<file path="config.mk">
export PLATFORM = sky130hd
export DESIGN_NAME = bsa_sqrt_cell
export DESIGN_NICKNAME = d
export VERILOG_FILES = /design/src/design/bsa_sqrt_cell.sv
export SDC_FILE = /design/constraint.sdc
export NUM_CORES = 1
export LEC_CHECK = 0
export CAP_MARGIN = 10
export CORE_MARGIN = 2
export CORE_UTILIZATION = 40
export DETAILED_ROUTE_END_ITERATION = 10
export DONT_BUFFER_PORTS = 1
export PLACE_DENSITY = 0.5
export SETUP_SLACK_MARGIN = 0.2
export SLEW_MARGIN = 20
export SYNTH_ARGS = -nofsm -noshare
export SYNTH_HDL_FRONTEND = slang
export SYNTH_SLANG_ARGS = --single-unit
</file>
<file path="constraint.sdc">
create_clock -name i_clk -period 6.75 [get_ports i_clk]
set_input_delay 0 -clock i_clk [delete_from_list [all_inputs] [get_ports i_clk]]
set_output_delay 0 -clock i_clk [all_outputs]
set_load 0.02 [all_outputs]
</file>
<file path="src/design/bsa_sqrt_cell.sv">
// One digit step of the pipelined fixed point square root.
module bsa_sqrt_cell #(
    parameter int RAD_BITS  = 34,
    parameter int ROOT_BITS = 33
) (
    input  logic                 i_clk,
    input  logic                 i_en,
    input  logic [RAD_BITS-1:0]  i_rad,
    input  logic [ROOT_BITS+2:0] i_rem,
    input  logic [ROOT_BITS-1:0] i_root,
    output logic [RAD_BITS-1:0]  o_rad,
    output logic [ROOT_BITS+2:0] o_rem,
    output logic [ROOT_BITS-1:0] o_root
);

    localparam int REM_BITS = ROOT_BITS + 3;

    logic [REM_BITS-1:0]  n_rem_sh;
    logic [REM_BITS-1:0]  n_trial;
    logic [REM_BITS-1:0]  n_rem;
    logic [ROOT_BITS-1:0] n_root;
    logic [RAD_BITS-1:0]  r_rad;
    logic [REM_BITS-1:0]  r_rem;
    logic [ROOT_BITS-1:0] r_root;

    always_comb begin
        n_rem_sh = {i_rem[REM_BITS-3:0], i_rad[RAD_BITS-1:RAD_BITS-2]};
        n_trial  = {1'b0, i_root, 2'b01};
        if (n_rem_sh >= n_trial) begin
            n_rem  = n_rem_sh - n_trial;
            n_root = {i_root[ROOT_BITS-2:0], 1'b1};
        end else begin
            n_rem  = n_rem_sh;
            n_root = {i_root[ROOT_BITS-2:0], 1'b0};
        end
    end

    always_ff @(posedge i_clk) begin
        if (i_en) begin
            r_rad  <= {i_rad[RAD_BITS-3:0], 2'b00};
            r_rem  <= n_rem;
            r_root <= n_root;
        end
    end

    assign o_rad  = r_rad;
    assign o_rem  = r_rem;
    assign o_root = r_root;

endmodule

</file>
==> implementation parameters <==
Parameter                              Value

Status
  Outcome    complete, no violations

Power and ir drop
  Power per unit of standard cell area    244 nW/um^2
  Sequential power share    51.6%
  Leak Pwr    2.86 nW
  Total internal power    1.22 mW
  Comb power frac    19.8%
  Clock share of power    28.5%
  IR drop worst, VDD    107 uV
  Switching portion of total power    29.6%
  Switching power of the nets    0.512 mW

Drt
  DRC violation count after routing    0
  Router iterations before antenna repair    6
  Iteration-0 DRC Markers    180
  Wire length per cell    17.8 um
  Antenna violation net count after detailed routing    0
  Via density    5.25
  Vias after detailed routing    3845
  Final WL    13.0 mm

Die
  Row Count    43
  Starting density of the core    40.8%
  Num ports    208
  Die Outline Area    15000 sq um
  Placeable core area    13800 sq um
  Die height    123 um
  Die Wd    123 um

Layout
  Area taken by flip-flops and latches    3030 sq um
  Synth-to-layout area growth    26.1%
  Number of nets at the end of the flow    688
  Number of inserted filler cells in the final layout    1229
  Multi-input gate area in the final layout    2340 sq um
  Final Instance Count excl. Fillers    733
  Layout cell share with drive strength beyond 1    11.2%
  Ant. Diodes    0

Yosys
  Average cell area after synthesis    12.6 sq um
  Count leader, synth    edfxtp_1
  #FFs+latches synth    101
  Proportion of register bits with asynchronous set or reset after synthesis    0%
  Mapped cell area    5620 sq um
  Number of flops mapped to enable cells by yosys    101
  Leading area contributor after synthesis    edfxtp_1
  Share of the synthesized area in the top cell type    54.0%
  Cells after Synth    445
  Top cells by count, synth    edfxtp_1, inv_1, ha_1
  Number of warnings printed during yosys synthesis    0
  Synth cell types    56
  Ys flop type    edfxtp_1
  Proportion of synthesized chip area in sequential cells    54.0%
  Ranking of synthesized cells by area    edfxtp_1, ha_1, mux2_4, inv_1, xnor2_1

Clocking
  CTS tree    built
  CTS Buf Count    9
  Number of post-CTS setup repair buffers    0
  Library cell used as clock root buffer    clkbuf_16
  Post_cts resized    0
  Cts hold-fix bufs    100
  Clock-pin slew on the worst setup and hold paths    0.07 ns
  Max H-tree Level    3
  CTS sink cnt    101
  Max Root-Sink Buffers    2

Global routing
  Leftover overflow at the end of global routing    0
  Antenna violations before repair    0
  Number of global-route vias before repair    3964
  All-Layer GR Usage    17.1%
  Global-route wire length before repair    19.7 mm
  Maximum number of pins on one net before global-route repair    102

Critical path
  Crit Path Class    in -> reg
  CP Data Arrival Time    3.22 ns
  Max FO, Critical Path    35
  Data required, critical path    6.85 ns
  Kind of start point of the critical path    input port
  Element type at the critical path end    register

Placed design
  Total instance count after detailed placement    617
  HPWL after DPL    8.89 mm
  Port bufs    0
  Final weighted congestion in routability-driven placement    0.799

Timing
  Fin crit share    46.2%
  Fmax    321 MHz
  Final critical-path required period    3.12 ns
  Tightest Pin Transition    0.626 ns
  RSZ-0062 raised after global routing    false
  Relative slew slack    58.2%
  Final hold violation count    0
  Setup total negative slack    0 ns
  Number of pins with negative max-slew slack in the final report    0
  Final setup vio count    0

Min path
  Worst min-delay path startpoint    i_rad[32]
  Count of cells along the worst hold path    3
  Type of the tightest min-delay check    in -> reg
  Worst-case hold path end point    o_rem[1]$_DFFE_PP_

Run
  Number of violations of the max-capacitance limit    0
## power by group through the flow
stage               Combinational, mW  Sequential (mW)  Clock (mW)
global route                    0.380            0.900       0.537
detailed placement              0.283            0.908           0
CTS                             0.345            0.894       0.512
floorplan                       0.240            0.896           0
finish                          0.343            0.893       0.494
global placement                0.279            0.908           0
## area by class of cell
| cell class | count | share of cell area (%) |
|---|---|---|
| Sequential cell | 101 | 42.8 |
| Multi-Input combinational cell | 288 | 33.1 |
| Timing Repair Buffer | 100 | 14.4 |
| Clock buffer | 9 | 3.18 |
| Tap cell | 180 | 3.18 |
| Inverter | 48 | 2.58 |
| Clock inverter | 7 | 0.847 |
## routing by layer
metal / global-route usage (%) / vias up / share of wire, %
met5: 0 / - / 0
met3: 4.55 / 11 / 7.3
met2: 28.1 / 149 / 47
met4: 6.90 / 0 / 1.2
li1: - / 1860 / -
met1: 21.4 / 1825 / 44
## through the flow
step,setup slack (ns),utilization (%),power [mW],hold WS (ns),area (sq um)
2_1_floorplan,4.12,-,1.14,0.0989,5620
3_3_place_gp,3.51,42.0,1.19,0.0989,5780
5_1_grt,3.44,51.5,1.82,0.0443,7090
3_5_place_dp,3.52,42.0,1.19,0.0989,5780
6_report,3.63,51.5,1.73,0.0427,7090
4_1_cts,3.58,51.5,1.75,0.0208,7090
## worst max path at each step
stage          cells after the start                   to        from
5_1_grt                           12   o_rem[3]$_DFFE_PP_   i_rad[33]
3_3_place_gp                      11   o_rem[5]$_DFFE_PP_  i_root[22]
6_report                          12   o_rem[5]$_DFFE_PP_   i_rad[33]
3_5_place_dp                      11   o_rem[5]$_DFFE_PP_  i_root[22]
4_1_cts                           12   o_rem[5]$_DFFE_PP_   i_rad[33]
2_1_floorplan                     12  o_rem[10]$_DFFE_PP_   i_root[0]
## worst max-delay path: stages
cell and delay [ns]:
dlygate4sd3_1 0.53, inv_1 0.07, ha_1 0.23, nor2b_4 0.14, o311ai_2 0.10, a32oi_2 0.35
a31oi_4 0.19, o211ai_4 0.33, a41o_4 0.30, a21oi_4 0.08, inv_4 0.48, mux2_2 0.41
## sequential cells by signal, indices dropped and copies added, names as in the netlist
name / cells
o_rad: 32
o_root: 33
o_rem: 36
## cell families after synthesis
| group | share of synthesized area (%) |
|---|---|
| adders and majority gates | 7.80 |
| buffers and inverters | 4.39 |
| AOI/OAI and AO/OA | 12.8 |
| DFF | 54.0 |
| and+or+nand+nor | 8.02 |
| other | 0.0668 |
| xor gates and xnor gates | 4.83 |
| muxes | 8.13 |
## cell usage in the layout (no fill, tap or decap), types with 5 or more instances in the layout
master	n
nand2_1	27
mux2_4	26
inv_1	47
edfxtp_1	101
nor3_1	5
xor2_1	12
dlygate4sd3_1	99
a21oi_1	33
nor2_1	12
nand4_1	7
a21o_1	9
xnor2_1	19
o21a_1	5
nand3_1	9
clkbuf_16	9
o21ai_0	20
and3_1	11
ha_1	35
mux2_2	5
No activity file was read; power rests on OpenSTA's default activity.
